`src/rtl/core/bmfsb_pkg.sv`:
```
package bmfsb_pkg;

  // default limits of the frame store and window
  localparam int DEF_MAX_WIDTH  = 256;
  localparam int DEF_MAX_HEIGHT = 256;
  localparam int DEF_MAX_RADIUS = 7;

  // fixed field widths
  localparam int COORD_W = 8;
  localparam int PIX_W   = 8;
  localparam int DIM_W   = 9;
  localparam int RAD_W   = 3;
  localparam int SIDE_W  = 5;
  localparam int IDX_W   = 2;

  // register indexes
  localparam logic [IDX_W-1:0] REG_IMAGE_WIDTH   = 2'd0;
  localparam logic [IDX_W-1:0] REG_IMAGE_HEIGHT  = 2'd1;
  localparam logic [IDX_W-1:0] REG_KERNEL_RADIUS = 2'd2;

  // register reset values before clamping
  localparam logic [DIM_W-1:0] IMAGE_WIDTH_RST   = 9'd256;
  localparam logic [DIM_W-1:0] IMAGE_HEIGHT_RST  = 9'd256;
  localparam logic [RAD_W-1:0] KERNEL_RADIUS_RST = 3'd1;

  // controller to datapath commands
  typedef struct packed {
    logic write;
    logic latch;
    logic setup;
    logic read_step;
    logic div_init;
    logic div_step;
  } cmd_t;

  // datapath to controller status
  typedef struct packed {
    logic oor;
    logic read_last;
    logic div_last;
  } sts_t;

  // window placement along one axis
  typedef struct packed {
    logic [DIM_W-1:0]  start;
    logic [SIDE_W-1:0] cnt;
  } win_t;

  // zero becomes one, values above the maximum saturate
  function automatic logic [DIM_W-1:0] clamp_dim(input logic [DIM_W-1:0] v, input int maxv);
    logic [DIM_W-1:0] res;
    res = v;
    if (v == '0) begin
      res = 9'd1;
    end else if (int'(v) > maxv) begin
      res = DIM_W'(maxv);
    end
    return res;
  endfunction

  function automatic logic [RAD_W-1:0] clamp_rad(input logic [RAD_W-1:0] v, input int maxv);
    logic [RAD_W-1:0] res;
    res = v;
    if (int'(v) > maxv) begin
      res = RAD_W'(maxv);
    end
    return res;
  endfunction

  // window shifted inward at the borders, clipped when the image is small
  function automatic win_t win_place(input logic [DIM_W-1:0] pos, input logic [DIM_W-1:0] size,
                                     input logic [RAD_W-1:0] r, input logic [SIDE_W-1:0] side);
    win_t             w;
    logic [DIM_W-1:0] lim;
    logic [DIM_W-1:0] st;
    lim = size - DIM_W'(side);
    st  = (pos > DIM_W'(r)) ? pos - DIM_W'(r) : '0;
    if (size <= DIM_W'(side)) begin
      w.start = '0;
      w.cnt   = size[SIDE_W-1:0];
    end else begin
      w.start = (st > lim) ? lim : st;
      w.cnt   = side;
    end
    return w;
  endfunction

endpackage

```
`src/rtl/core/bmfsb_ctrl.sv`:
```
module bmfsb_ctrl (
  input  logic              clk,
  input  logic              rst,
  input  logic              start,
  input  logic              func,
  input  bmfsb_pkg::sts_t   sts,
  output bmfsb_pkg::cmd_t   cmd,
  output logic              busy,
  output logic              done
);

  localparam logic [2:0] S_IDLE  = 3'd0;
  localparam logic [2:0] S_SETUP = 3'd1;
  localparam logic [2:0] S_READ  = 3'd2;
  localparam logic [2:0] S_DRAIN = 3'd3;
  localparam logic [2:0] S_DIVI  = 3'd4;
  localparam logic [2:0] S_DIV   = 3'd5;
  localparam logic [2:0] S_DONE  = 3'd6;

  logic [2:0] state;
  logic [2:0] state_next;
  logic       accept;

  assign accept = start && !busy;
  assign busy   = (state != S_IDLE);
  assign done   = (state == S_DONE);

  // commands to the datapath
  always_comb begin
    cmd.write     = accept && !func;
    cmd.latch     = accept && func;
    cmd.setup     = (state == S_SETUP);
    cmd.read_step = (state == S_READ);
    cmd.div_init  = (state == S_DIVI);
    cmd.div_step  = (state == S_DIV);
  end

  // next state
  always_comb begin
    state_next = state;
    case (state)
      S_IDLE: begin
        if (accept && func) state_next = S_SETUP;
      end
      S_SETUP: begin
        state_next = sts.oor ? S_DONE : S_READ;
      end
      S_READ: begin
        if (sts.read_last) state_next = S_DRAIN;
      end
      S_DRAIN: begin
        state_next = S_DIVI;
      end
      S_DIVI: begin
        state_next = S_DIV;
      end
      S_DIV: begin
        if (sts.div_last) state_next = S_DONE;
      end
      S_DONE: begin
        state_next = S_IDLE;
      end
      default: begin
        state_next = S_IDLE;
      end
    endcase
  end

  always_ff @(posedge clk) begin
    if (rst) begin
      state <= S_IDLE;
    end else begin
      state <= state_next;
    end
  end

`ifndef SYNTHESIS
  a_done_single: assert property (@(posedge clk) disable iff (rst) done |=> !done)
    else $error("result strobe held for more than one cycle");
  a_oor_skips: assert property (@(posedge clk) disable iff (rst)
    (state == S_SETUP && sts.oor) |=> done)
    else $error("out of range query did not go straight to result");
  a_read_to_drain: assert property (@(posedge clk) disable iff (rst)
    (state == S_READ && sts.read_last) |=> state == S_DRAIN)
    else $error("window scan did not end after its last read");
  a_div_runs: assert property (@(posedge clk) disable iff (rst)
    (state == S_DIV && !sts.div_last) |=> state == S_DIV)
    else $error("divider left before its last step");
  a_no_req_when_busy: assert property (@(posedge clk) disable iff (rst)
    busy |-> !cmd.write && !cmd.latch)
    else $error("request taken while busy");
`endif

endmodule

```
`config.mk`:
```
export PLATFORM = sky130hd
export DESIGN_NAME = bmfsb_ctrl
export DESIGN_NICKNAME = d
export VERILOG_FILES = /design/src/rtl/core/bmfsb_pkg.sv /design/src/rtl/core/bmfsb_ctrl.sv
export SDC_FILE = /design/constraint.sdc
export NUM_CORES = 1
export LEC_CHECK = 0
export ABC_AREA = 1
export BUFFER_PORTS_ARGS = -buffer_cell sky130_fd_sc_hd__buf_4
export CAP_MARGIN = 5
export CORE_AREA = 4 4 41 43
export DETAILED_ROUTE_END_ITERATION = 16
export DIE_AREA = 0 0 45 47
export PLACE_DENSITY = 0.48
export SLEW_MARGIN = 10
export SYNTH_ARGS = -nofsm -noshare
export SYNTH_HDL_FRONTEND = slang
export SYNTH_SLANG_ARGS = --single-unit
```
`constraint.sdc`:
```
create_clock -name clk -period 1.3 [get_ports clk]
set_input_delay 0.195 -clock clk [delete_from_list [all_inputs] [get_ports clk]]
set_output_delay 0.195 -clock clk [all_outputs]
set_load 0.1 [all_outputs]
```
==> results.json <==
{
  "run_status": "complete, but fails checks",
  "violations": "setup timing",
  "synthSimpleGateAreaFrac_pct": 50.0,
  "synthCells": 40,
  "synth_edf_count": 0,
  "synth_area_leaders": "dfxtp_1 26%, nor2_1 15%, nand2_1 11%, nor2_2 11%, inv_1 9.7%",
  "syn_nets": 47,
  "worst-path-buf-inv": 2,
  "max_freq_mhz": 718,
  "ys_seq_area_share_pct": 25.8,
  "clk_pin_slew_ns": 0.03,
  "place_congestion": 0.748,
  "fin_skew_ns": 0.00663,
  "final.min_clock_period_ns": 1.39,
  "wl_microns": 845,
  "ys_ff_latch": 3,
  "async_flop_share_pct": 0,
  "drc": 0,
  "avgSynthCellArea_sq_um": 5.82,
  "vias_per_cell": 3.94,
  "post-dp-hpwl_microns": 560,
  "relSlewSlack_pct": 86.6,
  "pre_cts_ws_ns": 0.0379,
  "core.rowCount": 13,
  "final_cells": 84,
  "ios": 15,
  "synth-xor-area-share_pct": 0,
  "cts_buffer_depth": 2,
  "top_regs": "state x3",
  "wl_per_cell_microns": 10.1,
  "cts_sinks": 3,
  "end_kind": "output port",
  "vdd_drop_max_uv": 1070,
  "grt_max_degree": 6,
  "antenna_found_initial": 0,
  "antenna_cells": 0,
  "finalHoldViolations": 0,
  "fillers": 126,
  "synth_top_cell_area_share_pct": 25.8,
  "register_area_sq_um": 63.8,
  "synth.most_common_cell": "nor2_1",
  "fp.dieW_microns": 45,
  "yosys_warnings": 0,
  "initial_utilization_pct": 17.9,
  "synth_compound_area_share_pct": 9.68,
  "area_growth_pct": 175,
  "firstDrtPassIters": 2,
  "finalCritPeriodShare_pct": 107,
  "grt_pass1_wl_microns": 1360,
  "largest_register": "state",
  "cp.required_ns": 1.11,
  "cpPeakStageDelay_ns": 0.32,
  "drv_slew": 0,
  "start_kind": "register",
  "critical-path-top-delay-family": "simple AND/OR/NAND/NOR gates",
  "path_cells": "inv_2 > nand2_4 > nor2_4 > nand2_4 > nor2_4 > buf_12",
  "maxCapViolCount": 0,
  "synthFlopType": "dfxtp_1",
  "yosysTopAreaCell": "dfxtp_1",
  "critical_path_class": "reg2out",
  "rsz0062_at_grt": "yes",
  "cts_tree": "built",
  "leakagePower_uw": 0.000296,
  "dp_cells": 76,
  "clk_latency_ns": 0.24,
  "worstMarginPinSlew_ns": 0.202,
  "port_buffers": 14,
  "grt.overflow.total": 0,
  "yosys-top-cells-count": "9 x nor2_1, 7 x nand2_1, 6 x inv_1, 4 x nor2_2",
  "final_nets": 77,
  "yosys.area_share.adder_pct": 0,
  "post_synth_mux_area_share_pct": 0,
  "dr_total_vias": 331,
  "cpMaxStageDelayCell": "dfxtp_2",
  "drt_iter0_drc": 2,
  "crit_arrival_ns": 1.20,
  "hp-class": "in2reg",
  "coreArea_sq_um": 1300,
  "largest_reg_flops": 3,
  "numCtsBuffers": 3,
  "root_buffer": "clkbuf_4",
  "grt_pass1_vias": 344,
  "htree_levels": 1,
  "finalSetupViolCount": 6,
  "setup_ws_ns": -0.0926,
  "drive_gt1_share_pct": 73.9,
  "cp_max_fo": 3,
  "powerDensity_nw_per_um2": 1970,
  "multi_input_area_sq_um": 214,
  "netlist_area_sq_um": 233,
  "grt_usage_pct": 9.00,
  "ys_types": 12,
  "drtAntennaViolNets": 0,
  "synth_top_family_by_area": "simple AND/OR/NAND/NOR gates",
  "dieHeight_microns": 47,
  "dieArea_sq_um": 2120
}
-- placed cells by master (no fill, tap or decap), types with 2 or more instances in the layout --
cell type,synthesis,layout
inv_1,6,4
nor2_1,9,4
inv_4,0,2
nand2_1,7,6
buf_12,0,7
clkbuf_4,0,3
buf_4,0,17
nor2_2,4,3
nand3_4,0,2
nand3_1,3,2
dfxtp_2,0,3
inv_2,3,3
nor2_4,0,6
nand2_4,0,2
-- where the power goes --
| part | internal (uW) | switching (uW) |
|---|---|---|
| registers | 117 | 24.6 |
| logic | 366 | 592 |
| clock network | 115 | 49.5 |
| total | 598 | 666 |
-- metrics by stage --
step / total power, uW / setup TNS [ns] / instance area, sq um / hold slack (ns) / util (%)
floorplan: 669 / -0.590 / 273 / 0.257 / -
global placement: 882 / 0 / 449 / 0.378 / 34.5
detailed placement: 880 / 0 / 449 / 0.378 / 34.5
CTS: 1180 / -0.236 / 568 / 0.131 / 43.7
global route: 1330 / -0.697 / 641 / 0.132 / 49.2
finish: 1260 / -0.255 / 641 / 0.132 / 49.2
-- cell families after synthesis --
logic type	Yosys count
buf+inv	9
compound gates	3
simple gates	25
flops	3
-- final timing paths --
check | startpoint | endpoint | slack [ns] | cells after the start
setup / recovery | state[0] | cmd[5] | -0.09 | 6
hold / removal | rst | state[1] | 0.13 | 2
setup reg to reg | state[2] | state[0] | 0.12 | 8
hold reg to reg | state[1] | state[2] | 0.68 | 4
-- layout make-up --
type,instances,share of cell area (%)
multi-input combinational,28,33.4
tap,15,2.93
inverter,9,6.05
sequential,3,9.96
clock buffer,4,4.10
timing repair buffer,25,43.6
-- metal layers --
metal / vias up / global-route usage [%] / wire (microns)
li1: 177 / - / -
met1: 146 / 9.55 / 342
met2: 8 / 16.1 / 466
met3: 0 / 3.45 / 36
met4: 0 / 3.51 / 0
met5: - / 0 / 0
-- repair_timing --
action	4_1_cts	5_1_grt
gates resized for setup	23	12
hold buffers	0	0
pin swaps	3	1
endpoints found under the setup margin	8	8
setup buffers	1	3
Note: power is estimated with default switching activity, not from simulation.
